### config.mk
export PLATFORM = sky130hd
export DESIGN_NAME = btree_internal_node_table
export DESIGN_NICKNAME = d
export VERILOG_FILES = /design/src/rtl/btn_pkg.sv /design/src/rtl/btn_cell_ram.sv /design/src/rtl/btree_internal_node_table.sv
export SDC_FILE = /design/constraint.sdc
export NUM_CORES = 1
export LEC_CHECK = 0
export ABC_CLOCK_PERIOD_IN_PS = 11600
export BUFFER_PORTS_ARGS = -buffer_cell sky130_fd_sc_hd__clkbuf_2
export CORE_ASPECT_RATIO = 0.7
export CORE_MARGIN = 2
export CORE_UTILIZATION = 55
export CTS_CLUSTER_DIAMETER = 80
export DETAILED_ROUTE_END_ITERATION = 10
export PLACE_DENSITY = 0.73
export SLEW_MARGIN = 20
export SYNTH_ARGS = -nofsm -noshare
export SYNTH_HDL_FRONTEND = slang
export SYNTH_SLANG_ARGS = --single-unit
export TNS_END_PERCENT = 1
### constraint.sdc
create_clock -name clk -period 11.6 [get_ports clk]
set_clock_uncertainty 0.2 [all_clocks]
set_input_delay 1.16 -clock clk [delete_from_list [all_inputs] [get_ports clk]]
set_output_delay 1.16 -clock clk [all_outputs]
set_load 0.05 [all_outputs]
### src/rtl/btn_pkg.sv
package btn_pkg;

  localparam int unsigned KeyWidth   = 32;
  localparam int unsigned PageWidth  = 32;
  localparam int unsigned FieldIdxW  = 3;
  localparam int unsigned InDataW    = 136;
  localparam int unsigned OutDataW   = 40;

  typedef enum logic [2:0] {
    OP_INIT      = 3'd0,
    OP_FIND      = 3'd1,
    OP_INSERT    = 3'd2,
    OP_UPDATE    = 3'd3,
    OP_GET_CHILD = 3'd4
  } opcode_t;

  typedef enum logic [1:0] {
    ST_OK        = 2'd0,
    ST_FULL      = 2'd1,
    ST_RANGE     = 2'd2,
    ST_NOT_FOUND = 2'd3
  } status_t;

  typedef enum logic [3:0] {
    S_IDLE,
    S_SEARCH,
    S_COMPARE,
    S_READ,
    S_UPD_CHECK,
    S_SHIFT,
    S_SHIFT_WR,
    S_RESULT
  } state_t;

  typedef struct packed {
    logic [KeyWidth-1:0]  key;
    logic [PageWidth-1:0] page;
  } cell_t;

endpackage

### src/rtl/btn_cell_ram.sv
module btn_cell_ram
  import btn_pkg::*;
#(
  parameter int unsigned DEPTH = 4,
  parameter int unsigned AW    = 2
) (
  input  logic          clk,
  input  logic          wr_en,
  input  logic [AW-1:0] wr_addr,
  input  cell_t         wr_data,
  input  logic          rd_en,
  input  logic [AW-1:0] rd_addr,
  output cell_t         rd_data
);

  cell_t mem [DEPTH];

  always_ff @(posedge clk) begin
    if (wr_en) begin
      mem[wr_addr] <= wr_data;
    end
  end

  // registered read port, rd_data holds its value until the next read
  always_ff @(posedge clk) begin
    if (rd_en) begin
      rd_data <= mem[rd_addr];
    end
  end

endmodule

### src/rtl/btree_internal_node_table.sv
// channel  | dir | handshake                    | payload
// s_axis   | in  | s_axis_tvalid / s_axis_tready | opcode, search_key, new_key, child_page,
//          |     |                              | right_max_key, child_slot
// m_axis   | out | m_axis_tvalid / m_axis_tready | status, found_index, found_page, key_count
//
// one request at a time; init and full or append inserts go straight to the result, get_child
// reads at most one cell, find and update read one cell per binary search step plus at most
// one final read, a searched insert also reads and writes each shifted cell, all set by the
// single read port of the cell memory
// rst clears key count, right child, fsm and output valid; the cell memory is not
// cleared, only cells below the key count are ever read
// a finished result waits in the output register, the next request is taken meanwhile
module btree_internal_node_table
  import btn_pkg::*;
#(
  parameter int unsigned MAX_CELLS = 4
) (
  input  logic                clk,
  input  logic                rst,
  input  logic                s_axis_tvalid,
  output logic                s_axis_tready,
  // opcode[2:0], search_key[34:3], new_key[66:35], child_page[98:67],
  // right_max_key[130:99], child_slot[133:131], zero fill [135:134]
  input  logic [InDataW-1:0]  s_axis_tdata,
  output logic                m_axis_tvalid,
  input  logic                m_axis_tready,
  // status[1:0], found_index[4:2], found_page[36:5], key_count[39:37]
  output logic [OutDataW-1:0] m_axis_tdata
);

  // address, count and extended widths
  localparam int unsigned AW = (MAX_CELLS > 1) ? $clog2(MAX_CELLS) : 1;
  localparam int unsigned CW = $clog2(MAX_CELLS + 1);
  localparam int unsigned XW = (CW > FieldIdxW) ? CW : FieldIdxW;

  // request fields
  opcode_t               in_op;
  logic [KeyWidth-1:0]   in_skey;
  logic [KeyWidth-1:0]   in_nkey;
  logic [PageWidth-1:0]  in_cpage;
  logic [KeyWidth-1:0]   in_rmax;
  logic [FieldIdxW-1:0]  in_cidx;

  assign in_op    = opcode_t'(s_axis_tdata[2:0]);
  assign in_skey  = s_axis_tdata[34:3];
  assign in_nkey  = s_axis_tdata[66:35];
  assign in_cpage = s_axis_tdata[98:67];
  assign in_rmax  = s_axis_tdata[130:99];
  assign in_cidx  = s_axis_tdata[133:131];

  // control state
  state_t                state, state_next;
  logic [CW-1:0]         count, count_next;
  logic [PageWidth-1:0]  right_page, right_page_next;

  // latched request
  opcode_t               op, op_next;
  logic [KeyWidth-1:0]   skey, skey_next;
  logic [KeyWidth-1:0]   nkey, nkey_next;
  logic [PageWidth-1:0]  cpage, cpage_next;

  // search bounds, hi doubles as the shift pointer during insert
  logic [CW-1:0]         lo, lo_next;
  logic [CW-1:0]         hi, hi_next;
  logic [CW-1:0]         mid;

  // pending result
  status_t               res_status, res_status_next;
  logic [FieldIdxW-1:0]  res_idx, res_idx_next;
  logic [PageWidth-1:0]  res_page, res_page_next;

  logic                  out_valid_next;
  logic [OutDataW-1:0]   out_data_next;

  // memory port
  logic                  wr_en;
  logic [AW-1:0]         wr_addr;
  cell_t                 wr_data;
  logic                  rd_en;
  logic [AW-1:0]         rd_addr;
  cell_t                 rd_data;

  logic [XW-1:0]         cidx_x;
  logic [XW-1:0]         count_x;
  logic [XW-1:0]         lo_x;
  logic [CW-1:0]         hi_dec;
  logic                  out_free;

  assign mid      = lo + ((hi - lo) >> 1);
  assign cidx_x   = XW'(in_cidx);
  assign count_x  = XW'(count);
  assign lo_x     = XW'(lo);
  assign hi_dec   = hi - CW'(1);
  assign out_free = !m_axis_tvalid || m_axis_tready;

  assign s_axis_tready = (state == S_IDLE);

  btn_cell_ram #(
    .DEPTH (MAX_CELLS),
    .AW    (AW)
  ) u_cells (
    .clk     (clk),
    .wr_en   (wr_en),
    .wr_addr (wr_addr),
    .wr_data (wr_data),
    .rd_en   (rd_en),
    .rd_addr (rd_addr),
    .rd_data (rd_data)
  );

  always_ff @(posedge clk) begin
    if (rst) begin
      state         <= S_IDLE;
      count         <= '0;
      right_page    <= '0;
      m_axis_tvalid <= 1'b0;
    end else begin
      state         <= state_next;
      count         <= count_next;
      right_page    <= right_page_next;
      m_axis_tvalid <= out_valid_next;
    end
  end

  always_ff @(posedge clk) begin
    op           <= op_next;
    skey         <= skey_next;
    nkey         <= nkey_next;
    cpage        <= cpage_next;
    lo           <= lo_next;
    hi           <= hi_next;
    res_status   <= res_status_next;
    res_idx      <= res_idx_next;
    res_page     <= res_page_next;
    m_axis_tdata <= out_data_next;
  end

  always_comb begin
    state_next      = state;
    count_next      = count;
    right_page_next = right_page;
    op_next         = op;
    skey_next       = skey;
    nkey_next       = nkey;
    cpage_next      = cpage;
    lo_next         = lo;
    hi_next         = hi;
    res_status_next = res_status;
    res_idx_next    = res_idx;
    res_page_next   = res_page;
    out_valid_next  = m_axis_tvalid && !m_axis_tready;
    out_data_next   = m_axis_tdata;
    wr_en           = 1'b0;
    wr_addr         = count[AW-1:0];
    wr_data         = '{key: skey, page: cpage};
    rd_en           = 1'b0;
    rd_addr         = mid[AW-1:0];

    unique case (state)
      S_IDLE: begin
        if (s_axis_tvalid) begin
          op_next         = in_op;
          skey_next       = in_skey;
          nkey_next       = in_nkey;
          cpage_next      = in_cpage;
          lo_next         = '0;
          hi_next         = count;
          res_status_next = ST_OK;
          res_idx_next    = '0;
          res_page_next   = '0;
          state_next      = S_RESULT;
          unique case (in_op)
            OP_INIT: begin
              count_next      = '0;
              right_page_next = in_cpage;
            end
            OP_FIND, OP_UPDATE: begin
              state_next = S_SEARCH;
            end
            OP_INSERT: begin
              priority if (count >= CW'(MAX_CELLS)) begin
                res_status_next = ST_FULL;
              end else if (in_skey > in_rmax) begin
                // old right child becomes the new last cell
                wr_en           = 1'b1;
                wr_addr         = count[AW-1:0];
                wr_data         = '{key: in_rmax, page: right_page};
                right_page_next = in_cpage;
                count_next      = count + CW'(1);
                res_idx_next    = count_x[FieldIdxW-1:0];
                res_page_next   = in_cpage;
              end else begin
                state_next = S_SEARCH;
              end
            end
            OP_GET_CHILD: begin
              res_idx_next = in_cidx;
              priority if (cidx_x > count_x) begin
                res_status_next = ST_RANGE;
              end else if (cidx_x == count_x) begin
                res_page_next = right_page;
              end else begin
                rd_en      = 1'b1;
                rd_addr    = cidx_x[AW-1:0];
                state_next = S_READ;
              end
            end
            default: begin
            end
          endcase
        end
      end

      S_SEARCH: begin
        if (lo != hi) begin
          rd_en      = 1'b1;
          rd_addr    = mid[AW-1:0];
          state_next = S_COMPARE;
        end else begin
          res_idx_next = lo_x[FieldIdxW-1:0];
          unique case (op)
            OP_INSERT: begin
              // shift pointer starts at the first free cell
              hi_next    = count;
              state_next = S_SHIFT;
            end
            OP_UPDATE: begin
              if (lo < count) begin
                rd_en      = 1'b1;
                rd_addr    = lo[AW-1:0];
                state_next = S_UPD_CHECK;
              end else begin
                res_status_next = ST_NOT_FOUND;
                res_idx_next    = '0;
                state_next      = S_RESULT;
              end
            end
            default: begin
              // find
              if (lo < count) begin
                rd_en      = 1'b1;
                rd_addr    = lo[AW-1:0];
                state_next = S_READ;
              end else begin
                res_page_next = right_page;
                state_next    = S_RESULT;
              end
            end
          endcase
        end
      end

      S_COMPARE: begin
        if (rd_data.key >= skey) begin
          hi_next = mid;
        end else begin
          lo_next = mid + CW'(1);
        end
        state_next = S_SEARCH;
      end

      S_READ: begin
        res_page_next = rd_data.page;
        state_next    = S_RESULT;
      end

      S_UPD_CHECK: begin
        if (rd_data.key == skey) begin
          wr_en         = 1'b1;
          wr_addr       = lo[AW-1:0];
          wr_data       = '{key: nkey, page: rd_data.page};
          res_page_next = rd_data.page;
        end else begin
          res_status_next = ST_NOT_FOUND;
          res_idx_next    = '0;
        end
        state_next = S_RESULT;
      end

      S_SHIFT: begin
        if (hi > lo) begin
          rd_en      = 1'b1;
          rd_addr    = hi_dec[AW-1:0];
          state_next = S_SHIFT_WR;
        end else begin
          // gap is open at lo
          wr_en         = 1'b1;
          wr_addr       = lo[AW-1:0];
          wr_data       = '{key: skey, page: cpage};
          count_next    = count + CW'(1);
          res_page_next = cpage;
          state_next    = S_RESULT;
        end
      end

      S_SHIFT_WR: begin
        wr_en      = 1'b1;
        wr_addr    = hi[AW-1:0];
        wr_data    = rd_data;
        hi_next    = hi_dec;
        state_next = S_SHIFT;
      end

      S_RESULT: begin
        if (out_free) begin
          out_valid_next = 1'b1;
          out_data_next  = {count_x[FieldIdxW-1:0], res_page, res_idx, res_status};
          state_next     = S_IDLE;
        end
      end

      default: begin
        state_next = S_IDLE;
      end
    endcase
  end

  // node never holds more keys than cells
  a_count_bound: assert property (@(posedge clk) disable iff (rst)
    count <= CW'(MAX_CELLS))
    else $error("key count above node capacity");

  // search window stays inside the used cells
  a_search_window: assert property (@(posedge clk) disable iff (rst)
    (state == S_SEARCH || state == S_COMPARE) |-> (lo <= hi && hi <= count))
    else $error("search bounds out of order");

  // cell writes only land inside the memory
  a_write_addr: assert property (@(posedge clk) disable iff (rst)
    wr_en |-> (AW'(wr_addr) < AW'(MAX_CELLS) || MAX_CELLS == (1 << AW)))
    else $error("cell write beyond node capacity");

  // a result is only loaded when the output register is free
  a_no_overwrite: assert property (@(posedge clk) disable iff (rst)
    (state == S_RESULT && m_axis_tvalid && !m_axis_tready) |=> (state == S_RESULT))
    else $error("result dropped while output stalled");

endmodule

Word level (Yosys, flattened, before mapping). Memory sizes are Yosys's and may differ from the RTL's. A register that Yosys moved wholly into a read port is not among the register bits. Index checks and enable logic that the tools add are counted.

Magnitude comparators: 6. Muxes and demuxes: 98. Add/subtract/negate cells: 5. Reduce and logical (&&, ||, !) cells: 25. Eq/ne operators: 33.

Operators by type and width (number): 32-bit 2-to-1 mux (12); 64-bit 2-to-1 mux (5); 64-bit one-hot mux with 3 select lines (1); 32-bit one-hot mux with 5 select lines (1); 32-bit one-hot mux with 2 select lines (2); 3-bit 2-to-1 mux (23); 2-bit 2-to-1 mux (17); 32-bit == test (1); 32-bit >= comparator (1); 32-bit > comparator (1); 3-bit one-hot mux with 2 select lines (5); 2-bit != test, second input constant (14); 4-bit one-hot mux with 7 select lines (1); 1-bit 2-to-1 mux (20); 2-bit one-hot mux with 3 select lines (3); 3-bit one-hot mux with 3 select lines (2); 4-bit by 3-bit == test with 1-bit output, second input constant (4); 3-bit by 2-bit == test with 1-bit output, second input constant (4); 3-bit one-hot mux with 4 select lines (1); 6-bit AND reduction (2); 5-bit AND reduction (2); 4-bit by 2-bit == test with 1-bit output, second input constant (2); 4-bit 2-to-1 mux (2); 7-bit AND reduction (1); 30 further kinds (40).

Memory bits (writable): 256. Input port bits: 140. Word-level logic and storage cells: 182. Memories kept: 1. Register bits after elaboration: 222. Output and inout port bits: 42.

Memory list: u_cells.mem (depth 4, bits a word 64, rd ports 1, clocked after memory_dff 1, wr ports 1, line btn_cell_ram.sv:16) `cell_t mem [DEPTH];`.

Depth between registers and ports, before layout. Gate-level depths: netlist of the first run.

Depth after elaboration: 8. Depth in mapped cells: 12. Mapped depth without buffers: 11.

By module. Synthesis of the first run repeated with hierarchy kept, for this count alone.

Cells, all modules: 1671. Area total of the unflattened synthesis: 24521.0 sq um.

By module, submodules not included: btree_internal_node_table (times used 1, cells each 1269, area each 13257.7 sq um, seq. area each 6246.0 sq um); btn_cell_ram (times used 1, cells each 402, area each 11263.3 sq um, seq. area each 9609.2 sq um).

Least setup slack after synthesis of the first run. Ideal clock, no wire load.

Path kind: input -> register. Start point: in s_axis_tvalid. End point: mem u_cells.mem[1][0] (netlist bit) (enable). Path buffers: 2. Data required time: 10.822 ns. Data arrival time: 8.663 ns. Cell stages on the path: 7. Setup slack: 2.159 ns. Cells stage by stage: nand2_1 inv_1 o211a_1 buf_2 buf_2 a21oi_1 nor3b_1.

Longest elaborated chain between the ends: 4.

RTL lines: start: declaration (line btree_internal_node_table.sv:20) `input logic s_axis_tvalid,`; 1-bit 2-to-1 mux (line btree_internal_node_table.sv:161) `if (s_axis_tvalid) begin`; 1-bit one-hot mux with 4 select lines (line btree_internal_node_table.sv:159) `unique case (state)`; 1-bit 2-to-1 mux (line btn_cell_ram.sv:19) `if (wr_en) begin`; 1-bit 2-to-1 mux (not written as such) (line btn_cell_ram.sv:20) `mem[wr_addr] <= wr_data;`; end: declaration (line btn_cell_ram.sv:16).

Every way passes these cells.

Worst setup path in the final report of the first run.
Start point: in s_axis_tdata[130]. End point: mem u_cells.mem[0][50] (netlist bit) (enable).

Longest elaborated chain between the ends: 8.

RTL lines: start: declaration (line btree_internal_node_table.sv:24) `input logic [InDataW-1:0] s_axis_tdata,`; 32-bit > comparator (line btree_internal_node_table.sv:183) `end else if (in_skey > in_rmax) begin`; 1-bit 2-to-1 mux (line btree_internal_node_table.sv:183); 1-bit 2-to-1 mux (line btree_internal_node_table.sv:181) `priority if (count >= CW'(MAX_CELLS)) begin`; 1-bit 2-to-1 mux (line btree_internal_node_table.sv:172) `unique case (in_op)`; 1-bit 2-to-1 mux (line btree_internal_node_table.sv:161); 1-bit one-hot mux with 4 select lines (line btree_internal_node_table.sv:159); 1-bit 2-to-1 mux (line btn_cell_ram.sv:19); 1-bit 2-to-1 mux (not written as such) (line btn_cell_ram.sv:20).

Every way passes these cells.

==> impl_results.md, run 1 <==
* Initial core utilization at 56.05%
* Setup WS pre-CTS at 5512 ps
* Vias in the first global route at 15,937
* Drt total wl at 61,990 µm
* Via Count at 16,160
* Register share of total power at 35.6%
* Clock share of power at 18.6%
* DP Area at 26,130 µm²
* Final period utilization at 47.67%
* DP HPWL at 37,150 µm
* Worst Path Required at 11,610 ps
* Detailed Routing Iterations Pass 1 at 6
* Max VDD drop at 0.3978 mV
* # Post-CTS Setup Buffers at 0
* Std-Cell Core Area at 43,960 µm²
* GRT Resource Usage Total at 26.32%
* Pin count of the biggest net entering global routing at 62
* Routability cong. at 0.9370
* Post-Syn Area at 24,640 µm²
* Sequential cell area fraction in the yosys report at 64.34%
* Worst Max-Slew Pin Slew at 1203 ps
* Fmax at 0.1809 GHz
* Synth top area cells: edfxtp_1 (61%), mux2i_1 (10%), ha_1 (3.9%), dfxtp_1 (3.2%), a21oi_1 (2.0%)
* Worst Path Max Fanout at 52
* Nets at 2,188
* Post-synth EDFFs at 502
* Fin. Hold Viols at 0
* Max Slew Vio Count at 0
* Vias per cell at 6.196
* Gr ovfl total at 0
* Hold/Removal Path Class: flip-flop to flip-flop
* CTS sink cnt at 541
* Pint at 0.005845 W
* First-pass GRT wire length at 93,520 µm
* Type of the worst setup path: primary input to flip-flop
* Yosys warns at 0
* Number of port buffers at 179
* Clk slew on worst S/H paths at 60 ps
* Per-cell routed wire length at 23.77 µm
* Relative slew slack at 19.82%
* Final worst setup slack at 6071 ps
* Max-cap violations at 0
* WP data arrival at 5540 ps
* Switch Pwr at 0.003550 W
* Post-Synthesis Cells at 1,805
* Critical path endpoint category: flip-flop
* Hold Worst Slack at 217.6 ps
* Synth Area in Compound Gates at 11.69%
* Mean post-synth cell area at 13.65 µm²
* Height of the die at 181.1 µm
* Iteration-0 DRC Markers at 1,778
* Simple-gate share of the synthesized area at 6.078%
* Area delta synth->final at 13.14%
* Top delay family on crit path: compound AO/OA/AOI/OAI gates
* Setup TNS at 0 ps
* Hold_buf cts at 0
* Post-Syn Nets at 2,024
* H-Tree Depth at 2
* Setup crit start kind: primary input
* Mux contribution to synthesized area at 10.48%
* XOR/XNOR Fraction of Synth Area at 0.1422%
* Power share of the combinational group at 45.9%
* RSZ-0062 raised after global routing: no
* Fin area at 27,880 µm²
* Async SR Flop Fraction at 0%
* P_leak at 10.93 nW
* Post-route ant nets at 0
* Sw frac at 37.79%
* Final setup vio count at 0
* Die width at 257.0 µm
* Placed Cells incl. Taps at 2,510
* Count of cell types in the netlist at 70
* #FFs+latches synth at 541
* CTS Buf Count at 51
* CTS tree: done
* Synth cell count leaders: edfxtp_1 (502), mux2i_1 (258), nand2_1 (129)
* Largest stage delay, worst path at 1000 ps
* Top-count cell post-synth: edfxtp_1
* Die area at 46,540 µm²
* # rows at 64
* Synth top area share at 61.17%
* Critical-path top delay cell: o211a_2
* CTS resizes at 0
* Initial antenna violation count at 5
* Ratio of cells with drive above 1 in the final layout at 15.92%
* Ports at 182
* PwrDens at 337.0 nW/µm²
* Post-synth top flop: edfxtp_1
* Worst-case clock buffer depth at 3
* Worst skew pair latency at 610 ps
* Post-synth top area cell: edfxtp_1
* Main combinational cell family by area after synthesis: compound AO/OA/AOI/OAI gates
* Clock root cell: clkbuf_16
* # DRC at 0
* Layout Cells excl Fill at 2,608
* CP Cell Sequence: clkbuf_2 > inv_1 > ha_1 > nand4_1 > nor3_1 > a222oi_1 > a21oi_2 > o211a_2 > a21oi_1 > nor2_4 > buf_4
* Min cycle time layout at 5529 ps
* Status: finished clean
* Adder-cell share of the synthesized area at 4.072%
* Crit path buf inv count at 3
-- final timing paths --
kind | end | slack (ps) | from | depth (start not counted)
setup reg to reg | u_cells.rd_data[42]$_DFFE_PP_ | 6290 | count[2]$_SDFFE_PP0P_ | 11
setup / recovery | u_cells.mem[0][50]$_DFFE_PP_ | 6070 | s_axis_tdata[130] | 11
hold reg to reg | m_axis_tdata[4]$_DFFE_PP_ | 220 | res_idx[2]$_DFFE_PP_ | 0
hold / removal | m_axis_tdata[4]$_DFFE_PP_ | 220 | res_idx[2]$_DFFE_PP_ | 0
-- layout by cell type (no fill, tap or decap), drive strengths merged, types with 37 or more instances in the layout --
cell    netlist  final
a21o         40     40
a21oi        99     99
clkbuf       55    241
dfxtp        39     39
edfxtp      502    502
ha           77     77
inv          84     85
mux2i       258    258
nand2       129    129
nand3        37     37
nor2         90     90
o21ai        88     88
-- logic make-up (layout without fill, tap and decap cells) --
group | after synthesis | in the layout
adder cells (fa/ha/maj) | 79 | 79
other | 0 | 4
multiplexers | 258 | 258
AND/OR/NAND/NOR | 333 | 333
flip-flops | 541 | 541
XOR/XNOR | 4 | 4
buffers and inverters | 181 | 386
AO/OA/AOI/OAI | 409 | 409
-- per-layer routing --
layer	global-route usage [%]	vias up	routed length, µm
li1	-	7242	-
met1	37.50	7945	26420
met2	41.25	836	28300
met3	4.588	135	5439
met4	8.837	2	1826
met5	0	-	11
-- power groups by stage --
stage / clock network, W / registers, W / logic (W)
finish: 0.00174 / 0.00334 / 0.00431
global route: 0.00184 / 0.00338 / 0.00466
CTS: 0.00177 / 0.00334 / 0.00430
detailed placement: 0 / 0.00337 / 0.00426
global placement: 0 / 0.00336 / 0.00415
floorplan: 0 / 0.00334 / 0.00322
-- stage by stage --
| step | power [W] | util (%) |
|---|---|---|
| CTS | 0.009400 | 63.38 |
| global route | 0.009875 | 63.42 |
| detailed placement | 0.007636 | 59.43 |
| global placement | 0.007505 | 59.43 |
| floorplan | 0.006554 | - |
| finish | 0.009395 | 63.42 |
-- worst reg2reg max path, stage by stage (launching register included) --
cell and delay (ps):
dfxtp_1 610, inv_1 290, ha_1 380, a21oi_1 140, o21ai_1 170, o41ai_1 400, nand4b_1 340, a221oi_4 860
buf_4 490, buf_4 710, mux2i_1 340, mux2i_1 110
-- sequential cells by signal (all words and copies together), names as in the netlist, 32 cells and up --
| register | flops |
|---|---|
| cpage | 32 |
| m_axis_tdata | 40 |
| nkey | 32 |
| res_page | 32 |
| right_page | 32 |
| skey | 32 |
| u_cells.mem | 256 |
| u_cells.rd_data | 64 |
-- cell type report --
class	instances	area, µm²
flip-flops and latches	541	15860
well taps	594	743.2
multi-input cells	1083	8098
inverters	84	317.8
fillers	3255	16080
clock inverters	32	421.7
repair buffers	208	1114
clock buffers	62	1318
diodes	4	10.01
(Power assumes the default switching activity.)
==> inputs of run 2 (changes only) <==
--- a/config.mk
+++ b/config.mk
@@ -5,14 +5,14 @@
 export SDC_FILE = /design/constraint.sdc
 export NUM_CORES = 1
 export LEC_CHECK = 0
-export ABC_CLOCK_PERIOD_IN_PS = 11600
+export ABC_CLOCK_PERIOD_IN_PS = 4800
 export BUFFER_PORTS_ARGS = -buffer_cell sky130_fd_sc_hd__clkbuf_2
 export CORE_ASPECT_RATIO = 0.7
 export CORE_MARGIN = 2
 export CORE_UTILIZATION = 55
 export CTS_CLUSTER_DIAMETER = 80
 export DETAILED_ROUTE_END_ITERATION = 10
-export PLACE_DENSITY = 0.73
+export PLACE_DENSITY = 0.76
 export SLEW_MARGIN = 20
 export SYNTH_ARGS = -nofsm -noshare
 export SYNTH_HDL_FRONTEND = slang
==> constraint.sdc (replaced) <==
create_clock -name clk -period 4.8 [get_ports clk]
set_clock_uncertainty 0.2 [all_clocks]
set_input_delay 0.48 -clock clk [delete_from_list [all_inputs] [get_ports clk]]
set_output_delay 0.48 -clock clk [all_outputs]
set_load 0.05 [all_outputs]
==> impl_results.md, run 2 (synthesized netlist as in run 1, its figures left out) <==
* Status: finished clean
* Clk slew on worst S/H paths at 60 ps (about the same)
* Gr ovfl total at 0 (unchanged)
* Routability cong. at 0.9322 (-0.51%)
* Iteration-0 DRC Markers at 1,864 (+4.8%)
* Max reg flops at 256 (unchanged)
* CTS sink cnt at 541 (unchanged)
* Detailed Routing Iterations Pass 1 at 6 (unchanged)
* CTS resizes at 0 (unchanged)
* Final period utilization at 88.01%
* Critical path endpoint category: flip-flop
* Switch Pwr at 0.008560 W (+140%)
* CTS tree: done
* Vias per cell at 6.187 (-0.14%)
* Min cycle time layout at 4224 ps
* Critical-path top delay cell: dlygate4sd3_1
* PwrDens at 784.8 nW/µm² (+130%)
* H-Tree Depth at 2 (unchanged)
* Height of the die at 181.1 µm (unchanged)
* Std-Cell Core Area at 43,960 µm² (unchanged)
* RSZ-0062 raised after global routing: no
* Hold/Removal Path Class: primary input to flip-flop
* Hold_sp: s_axis_tdata[133]
* CP Cell Sequence: dlygate4sd3_1 > clkbuf_2 > ha_1 > a21oi_1 > o21ai_0 > a222oi_1 > a21oi_2 > o211a_1 > a21oi_1 > nor3b_4 > buf_12
* # rows at 64 (unchanged)
* Initial core utilization at 56.05% (unchanged)
* Largest stage delay, worst path at 570 ps (-430 ps)
* Max VDD drop at 1.209 mV (+200%)
* DP HPWL at 38,770 µm (+4.4%)
* Relative slew slack at 25.52% (+5.7 points)
* CTS Buf Count at 50 (-2.0%)
* # DRC at 0 (unchanged)
* Top reg by flops: u_cells.mem
* Post-route ant nets at 0 (unchanged)
* Most frequent cells in the layout: edfxtp_1 (502), mux2i_1 (258), clkbuf_2 (179)
* Die width at 257.0 µm (unchanged)
* Worst Path Max Fanout at 48 (-7.7%)
* Nets at 2,297 (+5.0%)
* First-pass GRT wire length at 96,610 µm (+3.3%)
* Worst Max-Slew Pin Slew at 1089 ps (-113.7 ps)
* Drt total wl at 63,580 µm (+2.6%)
* Crit path buf inv count at 3 (unchanged)
* Die area at 46,540 µm² (unchanged)
* Hold depth at 2 (+2)
* Worst skew pair latency at 580 ps (-30 ps)
* Hold Path End: res_idx[2]$_DFFE_PP_
* FF-to-FF End: u_cells.rd_data[50]$_DFFE_PP_
* Power share of the combinational group at 46.6% (+0.7 points)
* Worst-case clock buffer depth at 3 (unchanged)
* Clock share of power at 17.6% (-1.0 points)
* Fmax at 0.2367 GHz
* Ratio of cells with drive above 1 in the final layout at 15.30% (-0.62 points)
* Setup crit start kind: primary input
* Most Frequent Cell on Critical Path: a21oi_1
* Max-cap violations at 0 (unchanged)
* GRT Resource Usage Total at 27.07% (+0.75 points)
* Ports at 182 (unchanged)
* Worst Path Required at 4830 ps (-6780 ps)
* WP data arrival at 4260 ps (-1280 ps)
* Pin count of the biggest net entering global routing at 81 (+31%)
* Number of port buffers at 179 (unchanged)
* Sw frac at 37.68% (-0.11 points)
* Pint at 0.01415 W (+140%)
* Layout Cells excl Fill at 2,717 (+4.2%)
* Vias in the first global route at 16,723 (+4.9%)
* Via Count at 16,811 (+4.0%)
* Top delay family on crit path: compound AO/OA/AOI/OAI gates
* Type of the worst setup path: primary input to flip-flop
* Clock root cell: clkbuf_16
* Per-cell routed wire length at 23.40 µm (-1.5%)
* P_leak at 11.38 nW (+4.2%)
* Length in cells of the worst reg-to-reg path at 10 (-1)
* Setup TNS at 0 ps (unchanged)
* Fin. Hold Viols at 0 (unchanged)
* Top flop regs: u_cells.mem x256, u_cells.rd_data x64, m_axis_tdata x40
* Register share of total power at 35.8% (+0.2 points)
* FF-to-FF Start: lo[1]$_SDFFCE_PN0P_
* Initial antenna violation count at 5 (unchanged)
* Placed Cells incl. Taps at 2,522 (+0.48%)
* Max Slew Vio Count at 0 (unchanged)
* Commonest non-fill, non-tap cell in the layout: edfxtp_1
* Reg2reg setup slack at 710 ps (-5580 ps)
* Final setup vio count at 0 (unchanged)
* Area delta synth->final at 17.46%
==> run 2: cell count changes in the layout (fill, tap and decap cells not counted), sizes merged <==
cell	before	now
buf	29	41
bufinv	9	5
clkbuf	241	252
clkinv	19	14
clkinvlp	3	1
diode	4	5
dlygate4sd3	0	98
inv	85	83
==> run 2: per-stage QoR <==
step / instance area, µm² / power [W] / utilization [%] / setup slack [ps] / hold slack [ps]
after floorplan: 24670 / 0.01583 / - / 4.984 / 200.3
after global placement: 26310 / 0.01822 / 59.85 / 705.9 / 202.5
after detailed placement: 26310 / 0.01862 / 59.85 / 700.3 / 204.5
after CTS: 28930 / 0.02269 / 65.81 / 755.4 / 35.92
after global routing: 28940 / 0.02384 / 65.83 / 453.9 / 56.75
final: 28940 / 0.02271 / 65.84 / 575.6 / 60.35
==> run 2: worst max-delay path by stage <==
| stage | from | end | slack, ps | depth (start not counted) |
|---|---|---|---|---|
| floorplan | state[2]$_SDFFE_PP0P_ | u_cells.mem[1][0]$_DFFE_PP_ | 5 | 9 |
| finish | s_axis_tdata[20] | u_cells.mem[1][22]$_DFFE_PP_ | 580 | 11 |
| detailed placement | s_axis_tdata[116] | u_cells.mem[1][42]$_DFFE_PP_ | 700 | 11 |
| global route | s_axis_tdata[34] | u_cells.mem[3][59]$_DFFE_PP_ | 450 | 11 |
| global placement | s_axis_tdata[116] | u_cells.mem[1][44]$_DFFE_PP_ | 710 | 11 |
| CTS | s_axis_tdata[20] | u_cells.mem[1][28]$_DFFE_PP_ | 760 | 11 |
==> run 2: area by class of cell <==
cell class | count | area (µm²)
inverters | 84 | 319.1
fillers | 3071 | 15020
diodes | 5 | 12.51
multi-input cells | 1083 | 8100
clock buffers | 73 | 1399
clock inverters | 19 | 240.2
flip-flops and latches | 541 | 15860
repair buffers | 318 | 2272
well taps | 594 | 743.2
==> run 2: worst register-to-register path, cell delays in order (launching register included) <==
cell and delay (ps):
edfxtp_1 490, inv_1 180, ha_1 370, and3_1 220, a21oi_1 390, nand2b_1 230
nand4b_1 300, a221oi_4 450, buf_12 430, mux2i_1 470, mux2i_1 90
==> run 2: metal layers <==
layer | GRT usage [%] | share of wire (%) | wire length, µm
met5 | 0 | 0 | 0
met4 | 11.23 | 3.8 | 2404
met3 | 4.896 | 9.2 | 5846
met2 | 41.82 | 46 | 28990
met1 | 38.10 | 41 | 26340
==> run 2: power groups by stage <==
stage | Combinational [W] | Sequential [W] | Clock (W)
detailed placement | 0.0104 | 0.00819 | 0
CTS | 0.0105 | 0.00811 | 0.00405
finish | 0.0106 | 0.00813 | 0.00400
global route | 0.0114 | 0.00822 | 0.00425
floorplan | 0.00779 | 0.00804 | 0
global placement | 0.0101 | 0.00815 | 0
==> run 2: what timing repair did <==
item | in CTS | in global routing
hold endpoints to repair | 119 | 0
hold buffers | 98 | 0
setup buffers | 0 | 0
endpoints found under the setup margin | 0 | 0
